### config.mk
export PLATFORM = sky130hd
export DESIGN_NAME = crc8_framed_command_finder_flat
export DESIGN_NICKNAME = d
export VERILOG_FILES = /design/src/design/crcf_pkg.sv /design/src/design/crcf_if.sv /design/src/design/crcf_crc_unit.sv /design/src/design/crc8_framed_command_finder.sv /design/src/flat_wrapper.sv
export SDC_FILE = /design/constraint.sdc
export NUM_CORES = 1
export LEC_CHECK = 0
export ABC_AREA = 1
export BUFFER_PORTS_ARGS = -buffer_cell sky130_fd_sc_hd__buf_2
export CAP_MARGIN = 20
export CORE_MARGIN = 2
export CORE_UTILIZATION = 55
export CTS_CLUSTER_SIZE = 20
export DETAILED_ROUTE_END_ITERATION = 7
export PLACE_DENSITY_LB_ADDON = 0.1
export RECOVER_POWER = 100
export SLEW_MARGIN = 10
export SYNTH_ARGS = -nofsm -noshare
export SYNTH_HDL_FRONTEND = slang
export SYNTH_SLANG_ARGS = --single-unit
export TNS_END_PERCENT = 100
### constraint.sdc
create_clock -name i_clk -period 9.34 [get_ports i_clk]
set_input_delay 0.934 -clock i_clk [delete_from_list [all_inputs] [get_ports i_clk]]
set_output_delay 0.934 -clock i_clk [all_outputs]
set_load 0.02 [all_outputs]
### src/design/crcf_pkg.sv
// Shared constants, types and state codes of the framed CRC-8 command finder.
// No dependencies; the CRC unit and the top level import this package.
package crcf_pkg;

    localparam int PKT_LEN = 20;
    localparam int IDX_W   = $clog2(PKT_LEN);
    localparam int FILL_W  = $clog2(PKT_LEN + 1);

    localparam logic [7:0] HDR_FIRST   = 8'hAA;
    localparam logic [7:0] HDR_SECOND  = 8'hCC;
    localparam logic [7:0] FOOTER_BYTE = 8'hEE;
    localparam logic [7:0] CRC_POLY    = 8'h07;

    // Sequencer states, one-hot
    typedef enum logic [4:0] {
        S_IDLE  = 5'b00001,
        S_CRC   = 5'b00010,
        S_CHECK = 5'b00100,
        S_EMIT  = 5'b01000,
        S_MISS  = 5'b10000
    } t_state;

    // Control of the shared CRC unit
    typedef struct packed {
        logic clr;
        logic en;
    } t_crc_ctrl;

endpackage

### src/design/crcf_if.sv
// Valid/ready channel interfaces for received bytes and for results.
// Depends on nothing; used by the top level of the command finder.
interface crcf_in_if;
    logic       valid;
    logic       ready;
    logic [7:0] rx_byte;
    logic       buffer_end;

    modport source (output valid, output rx_byte, output buffer_end, input ready);
    modport sink   (input valid, input rx_byte, input buffer_end, output ready);
endinterface

interface crcf_out_if;
    logic       valid;
    logic       ready;
    logic       found;
    logic [7:0] packet_byte;
    logic       last_of_run;

    modport source (output valid, output found, output packet_byte, output last_of_run,
                    input ready);
    modport sink   (input valid, input found, input packet_byte, input last_of_run,
                    output ready);
endinterface

### src/design/crcf_crc_unit.sv
// Shared CRC-8 accumulator (poly 0x07, init 0, no reflection), one byte per cycle while enabled.
// Depends on crcf_pkg for the polynomial and the control struct.
module crcf_crc_unit import crcf_pkg::*; (
    input  logic       i_clk,
    input  t_crc_ctrl  i_ctrl,
    input  logic [7:0] i_data,
    output logic [7:0] o_crc
);

    logic [7:0] r_crc;
    logic [7:0] n_crc;
    logic [7:0] v;

    // Fold one byte into the running CRC, eight bit steps
    always_comb begin
        v = r_crc ^ i_data;
        for (int b = 0; b < 8; b++) begin
            if (v[7]) begin
                v = {v[6:0], 1'b0} ^ CRC_POLY;
            end else begin
                v = {v[6:0], 1'b0};
            end
        end
        if (i_ctrl.clr) begin
            n_crc = 8'h00;
        end else if (i_ctrl.en) begin
            n_crc = v;
        end else begin
            n_crc = r_crc;
        end
    end

    always_ff @(posedge i_clk) begin
        r_crc <= n_crc;
    end

    assign o_crc = r_crc;

endmodule

### src/design/crc8_framed_command_finder.sv
// Framed CRC-8 command finder: sliding packet window, header/footer/CRC test, packet or not-found emit.
// A byte that cannot complete a command is taken in S_IDLE; a candidate window clears the shared
// byte-wide CRC unit, folds window bytes 0 to PKT_LEN-3 into it in S_CRC, compares the CRC with
// byte PKT_LEN-2 in S_CHECK, then gives PKT_LEN result beats (held under output stall) from S_EMIT;
// a not-found beat comes from S_MISS. Reset (synchronous, active low) clears the sequencer, fill
// count, match flag and output valid. Depends on crcf_pkg, crcf_if and crcf_crc_unit.
module crc8_framed_command_finder import crcf_pkg::*; (
    input  logic            i_clk,
    input  logic            i_rst_n,
    crcf_in_if.sink         i_in,
    crcf_out_if.source      o_out
);

    t_state              r_state, n_state;
    logic [7:0]          r_win [PKT_LEN];
    logic [FILL_W-1:0]   r_fill, n_fill;
    logic                r_matched, n_matched;
    logic                r_end, n_end;
    logic [IDX_W-1:0]    r_idx, n_idx;
    logic                r_ovalid, n_ovalid;
    logic                r_ofound, n_ofound;
    logic [7:0]          r_obyte, n_obyte;
    logic                r_olast, n_olast;

    logic                acc;
    logic                shift_en;
    logic                can_load;
    logic [FILL_W-1:0]   fill_inc;
    logic                frame_ok;
    t_crc_ctrl           crc_ctrl;
    logic [7:0]          crc_val;

    assign acc      = i_in.valid && i_in.ready;
    assign can_load = !r_ovalid || o_out.ready;
    assign shift_en = acc && !r_matched;
    assign fill_inc = (r_fill < FILL_W'(PKT_LEN)) ? r_fill + 1'b1 : r_fill;

    // Header and footer of the window as it stands after this byte shifts in
    assign frame_ok = (r_win[1] == HDR_FIRST) && (r_win[2] == HDR_SECOND) &&
                      (i_in.rx_byte == FOOTER_BYTE);

    crcf_crc_unit u_crc (
        .i_clk  (i_clk),
        .i_ctrl (crc_ctrl),
        .i_data (r_win[r_idx]),
        .o_crc  (crc_val)
    );

    // Sequencer
    always_comb begin
        n_state   = r_state;
        n_fill    = r_fill;
        n_matched = r_matched;
        n_end     = r_end;
        n_idx     = r_idx;
        n_ofound  = r_ofound;
        n_obyte   = r_obyte;
        n_olast   = r_olast;
        n_ovalid  = o_out.ready ? 1'b0 : r_ovalid;
        crc_ctrl  = '0;
        unique case (r_state)
            S_IDLE: begin
                if (acc) begin
                    if (!r_matched) begin
                        n_fill = fill_inc;
                        if (fill_inc == FILL_W'(PKT_LEN) && frame_ok) begin
                            crc_ctrl.clr = 1'b1;
                            n_idx        = '0;
                            n_end        = i_in.buffer_end;
                            n_state      = S_CRC;
                        end else if (i_in.buffer_end) begin
                            n_fill  = '0;
                            n_state = S_MISS;
                        end
                    end else if (i_in.buffer_end) begin
                        n_matched = 1'b0;
                        n_fill    = '0;
                    end
                end
            end
            S_CRC: begin
                crc_ctrl.en = 1'b1;
                n_idx       = r_idx + 1'b1;
                if (r_idx == IDX_W'(PKT_LEN - 3)) begin
                    n_state = S_CHECK;
                end
            end
            S_CHECK: begin
                if (crc_val == r_win[PKT_LEN-2]) begin
                    n_matched = 1'b1;
                    n_idx     = '0;
                    n_state   = S_EMIT;
                end else if (r_end) begin
                    n_fill  = '0;
                    n_state = S_MISS;
                end else begin
                    n_state = S_IDLE;
                end
            end
            S_EMIT: begin
                if (can_load) begin
                    n_ovalid = 1'b1;
                    n_ofound = 1'b1;
                    n_obyte  = r_win[r_idx];
                    n_olast  = (r_idx == IDX_W'(PKT_LEN - 1));
                    n_idx    = r_idx + 1'b1;
                    if (r_idx == IDX_W'(PKT_LEN - 1)) begin
                        n_state = S_IDLE;
                        if (r_end) begin
                            n_matched = 1'b0;
                            n_fill    = '0;
                        end
                    end
                end
            end
            S_MISS: begin
                if (can_load) begin
                    n_ovalid = 1'b1;
                    n_ofound = 1'b0;
                    n_obyte  = 8'h00;
                    n_olast  = 1'b1;
                    n_state  = S_IDLE;
                end
            end
            default: begin
                n_state = S_IDLE;
            end
        endcase
    end

    // Control registers
    always_ff @(posedge i_clk) begin
        if (!i_rst_n) begin
            r_state   <= S_IDLE;
            r_fill    <= '0;
            r_matched <= 1'b0;
            r_end     <= 1'b0;
            r_idx     <= '0;
            r_ovalid  <= 1'b0;
        end else begin
            r_state   <= n_state;
            r_fill    <= n_fill;
            r_matched <= n_matched;
            r_end     <= n_end;
            r_idx     <= n_idx;
            r_ovalid  <= n_ovalid;
        end
    end

    // Payload registers: window shift line and output beat
    always_ff @(posedge i_clk) begin
        if (shift_en) begin
            for (int i = 0; i < PKT_LEN - 1; i++) begin
                r_win[i] <= r_win[i+1];
            end
            r_win[PKT_LEN-1] <= i_in.rx_byte;
        end
        r_ofound <= n_ofound;
        r_obyte  <= n_obyte;
        r_olast  <= n_olast;
    end

    assign i_in.ready        = (r_state == S_IDLE);
    assign o_out.valid       = r_ovalid;
    assign o_out.found       = r_ofound;
    assign o_out.packet_byte = r_obyte;
    assign o_out.last_of_run = r_olast;

    // A not-found beat always closes its run and carries a zero byte
    a_miss_beat: assert property (@(posedge i_clk) disable iff (!i_rst_n)
        o_out.valid && !o_out.found |-> o_out.last_of_run && (o_out.packet_byte == 8'h00))
        else $error("not-found beat malformed");

    // Fill count saturates at the packet length
    a_fill_range: assert property (@(posedge i_clk) disable iff (!i_rst_n)
        r_fill <= FILL_W'(PKT_LEN))
        else $error("fill count overflow");

    // A match only exists on a full window
    a_match_full: assert property (@(posedge i_clk) disable iff (!i_rst_n)
        r_matched |-> r_fill == FILL_W'(PKT_LEN))
        else $error("match flag set on partial window");

    // An accepted input never arrives while a packet is being emitted
    a_emit_block: assert property (@(posedge i_clk) disable iff (!i_rst_n)
        $past(r_state == S_EMIT) && r_state == S_EMIT |-> !acc)
        else $error("input accepted during emit");

endmodule
### src/flat_wrapper.sv
// flat-port wrapper written by rule: the top's interface ports become plain ports
module crc8_framed_command_finder_flat import crcf_pkg::*;
  (i_clk, i_rst_n, i_in_valid, i_in_rx_byte, i_in_buffer_end, i_in_ready, o_out_valid, o_out_found, o_out_packet_byte, o_out_last_of_run, o_out_ready);
  crcf_in_if i_in_i ();
  crcf_out_if o_out_i ();
  input  logic i_clk;
  input  logic i_rst_n;
  input wire logic [$bits(i_in_i.valid)-1:0] i_in_valid;
  input wire logic [$bits(i_in_i.rx_byte)-1:0] i_in_rx_byte;
  input wire logic [$bits(i_in_i.buffer_end)-1:0] i_in_buffer_end;
  output wire logic [$bits(i_in_i.ready)-1:0] i_in_ready;
  output wire logic [$bits(o_out_i.valid)-1:0] o_out_valid;
  output wire logic [$bits(o_out_i.found)-1:0] o_out_found;
  output wire logic [$bits(o_out_i.packet_byte)-1:0] o_out_packet_byte;
  output wire logic [$bits(o_out_i.last_of_run)-1:0] o_out_last_of_run;
  input wire logic [$bits(o_out_i.ready)-1:0] o_out_ready;
  assign i_in_i.valid = i_in_valid;
  assign i_in_i.rx_byte = i_in_rx_byte;
  assign i_in_i.buffer_end = i_in_buffer_end;
  assign i_in_ready = i_in_i.ready;
  assign o_out_valid = o_out_i.valid;
  assign o_out_found = o_out_i.found;
  assign o_out_packet_byte = o_out_i.packet_byte;
  assign o_out_last_of_run = o_out_i.last_of_run;
  assign o_out_i.ready = o_out_ready;
  crc8_framed_command_finder u_core (.i_clk(i_clk), .i_rst_n(i_rst_n), .i_in(i_in_i), .o_out(o_out_i));
endmodule
==> flow_summary.ini <==
[run_status]
outcome = complete, but fails checks
violations = max-capacitance violations, max-slew violations

[grt]
track_usage_pct = 23.5
grt_pass1_vias = 6136
grt_pass1_wl_mm = 31.3
antenna_found_initial = 0
grt_overflow = 0
grt_max_degree = 92

[detailed_routing]
vias_per_cell = 5.59
dr_wl_met3_mm = 1.05
wl_met2_mm = 8.81
dr.max_layer_used = met4
ant_nets = 0
met1Wirelength_mm = 8.76
wire_per_inst_um = 17.3
drt_iter0_drc = 551
first_pass_iters = 5
drc = 0
wl_mm = 19.3
vias = 6266

[pwr]
total_power_mw = 3.49
ir_worst_vdd_v = 0.000164
cellLeakagePower_nw = 3.73
combPwrFrac_pct = 31.6
p_seq_share_pct = 42.2
p_sw_share_pct = 36.2
power_density_nw_per_um2 = 356
p_int_mw = 2.22
switching_power_mw = 1.26
p_clk_share_pct = 26.2

[timing]
setup_viol = 0
period_share_pct = 61.5
maxSlewHeadroom_pct = -152
whs_ps = 442
worst_pin_slew_ps = 3780
rsz0062_at_grt = no
finalHoldViolations = 0
max_clock_freq_mhz = 174
fin_skew_ps = 8.33
layout_min_cycle_time_ps = 5740
setup-tns-final_ps = 0
finalMaxSlewViolations = 150

[synth]
synth_nets = 884
syn_area_um2 = 8830
synthArstFlopShare_pct = 0
synthCells = 868
yosysUniqueCellTypes = 41
ys.flop_type = edfxtp_1
synth_edf_count = 170
synth_seq_cells = 201
ys_seq_area_share_pct = 64.8
syn_area_per_cell_um2 = 10.2
synth_warnings = 0

[cells_and_area]
syn_to_final_growth_pct = 11.0
fillers = 1334
drive_gt1_share_pct = 6.64
stdcell_count = 1120
n_antenna_cell = 0
final_cell_area_um2 = 9810
finalNetCount = 905

[critical_path]
crit_type = flop to flop
worstPathRequired_ps = 9730
cp-end-kind = flop
reg2reg_to = u_core.u_crc.o_crc[2]$_SDFFE_PP0N_
worstPathMaxFanout = 76
worst_r2r_path_depth = 19
r2r_slack_ps = 3600
cp.arrival_ps = 6130
cp-start-kind = flop

[cts]
htreeDepth = 1
cts_tree = done
postCtsSetupBuffers = 0
cts_made_buffers = 22
hold_buffers = 0
numClockSinks = 201
clock_path_buffers = 3
clk_pin_slew_ps = 60
clkLatencyLatePin_ps = 500
cts_resized = 0
cts_root_buf = clkbuf_16

[placement]
io_buffers = 24
gp_congestion = 0.883
dpl.cell_count = 1080
postPlaceCellArea_um2 = 9080
dpl.hpwl_mm = 12.0

[floorplan]
start_util_pct = 56.0
die_h_um = 131
fp.dieArea_um2 = 17100
io_pins = 25
fp.coreArea_um2 = 15800
die_w_um = 131
std_cell_rows = 46

[min_path]
hp-start = u_core.r_win[5][7]$_DFFE_PP_
hold_end = u_core.r_win[4][7]$_DFFE_PP_
min_path_cells = 0
hold_class = flop to flop

[flow_run]
drv_cap = 2
## metal layers
layer | up-vias | GRT usage [%]
met4 | 0 | 8.70
met5 | - | 0
met1 | 2991 | 32.8
met2 | 184 | 37.4
met3 | 48 | 4.15
li1 | 3043 | -
## Yosys cell counts (3+ instances only)
library cell,n,area share [%]
a21oi_1,22,1.2
buf_2,17,0.96
buf_4,7,0.59
clkbuf_1,5,0.21
dfxtp_1,31,7.0
edfxtp_1,170,58
ha_1,3,0.42
inv_1,57,2.4
inv_2,5,0.21
nand2_1,234,9.9
nand3_1,134,7.6
nand4_1,8,0.57
nor2_1,69,2.9
nor2_2,6,0.42
o211ai_1,4,0.34
o21ai_0,41,2.3
o21ai_1,6,0.34
o21ai_2,3,0.30
o221ai_1,6,0.59
xnor2_1,8,0.79
xor2_1,3,0.30
## power groups by stage
stage	registers, mW	clock network, mW	logic [mW]
3_5_place_dp	1.48	0	1.09
4_1_cts	1.46	0.927	1.09
5_1_grt	1.50	0.960	1.26
3_3_place_gp	1.47	0	1.07
6_report	1.47	0.914	1.10
2_1_floorplan	1.47	0	0.831
## worst max-delay path, cell delays in order (launching register included)
cell and delay (ps):
dfxtp_2 310, clkbuf_1 2350, inv_2 550, buf_4 560
nand2_1 140, nand3_1 70, nand3_1 90, nand2_1 90
nand2_1 100, nand2_1 110, o21ai_0 440, nand3_1 160
nand2_1 110, inv_1 40, nand2_1 40, nand2_1 80
nand2_1 80, nand2_1 50, nor2_1 110, nor2_1 50
## per-stage QoR
stage	util (%)	worst slack, ps
detailed placement	57.6	5950
CTS	62.4	6070
floorplan	-	2740
global route	62.2	3110
finish	62.2	3600
global placement	57.6	6030
## cells in the final DEF (no fill, tap or decap), drive strengths merged, types with 3 or more instances in the layout
master    n
o221ai    6
nand3   136
xnor2     8
nor2     75
inv      62
dfxtp    31
edfxtp  170
nand2   236
a21oi    22
bufinv    4
clkbuf   47
nand4     8
xor2      3
ha        3
o211ai    4
nor3      3
clkinv    4
buf      13
o21ai    51
## area by class of cell
type	count	area, µm²	area share, %
multi-input cells	572	2660	27.1
inverters	62	233	2.37
clock buffers	30	612	6.24
well taps	216	270	2.76
clock inverters	9	146	1.49
repair buffers	30	158	1.61
flip-flops and latches	201	5730	58.4
## how the worst max path moves through the flow
stage / start / endpoint / slack, ps
floorplan: i_in_valid / u_core.r_end$_SDFFE_PN0P_ / 2740
global placement: i_in_valid / u_core.r_win[19][2]$_DFFE_PP_ / 6030
detailed placement: i_in_valid / u_core.r_win[19][6]$_DFFE_PP_ / 5950
CTS: flop / u_core.u_crc.o_crc[7]$_SDFFE_PP0N_ / 6070
global route: flop / u_core.u_crc.o_crc[2]$_SDFFE_PP0N_ / 3110
finish: flop / u_core.u_crc.o_crc[2]$_SDFFE_PP0N_ / 3600
## sequential cells by signal, indices dropped and copies added (netlist names), named ones only
name,count
u_core.o_out.last_of_run,1
u_core.r_matched,1
u_core.r_win,160
u_core.o_out.packet_byte,8
u_core.r_end,1
u_core.r_state,5
u_core.o_out.found,1
u_core.r_idx,5
u_core.u_crc.o_crc,8
u_core.o_out.valid,1
u_core.r_fill,5
## cell families after synthesis
| logic type | Yosys count | share of synthesized area [%] |
|---|---|---|
| buffers and inverters | 95 | 4.74 |
| AND/OR/NAND/NOR | 465 | 22.7 |
| XOR/XNOR | 11 | 1.09 |
| multiplexers | 1 | 0.170 |
| flip-flops | 201 | 64.8 |
| AO/OA/AOI/OAI | 92 | 6.08 |
| adder cells (fa/ha/maj) | 3 | 0.425 |
(Power assumes the default switching activity.)
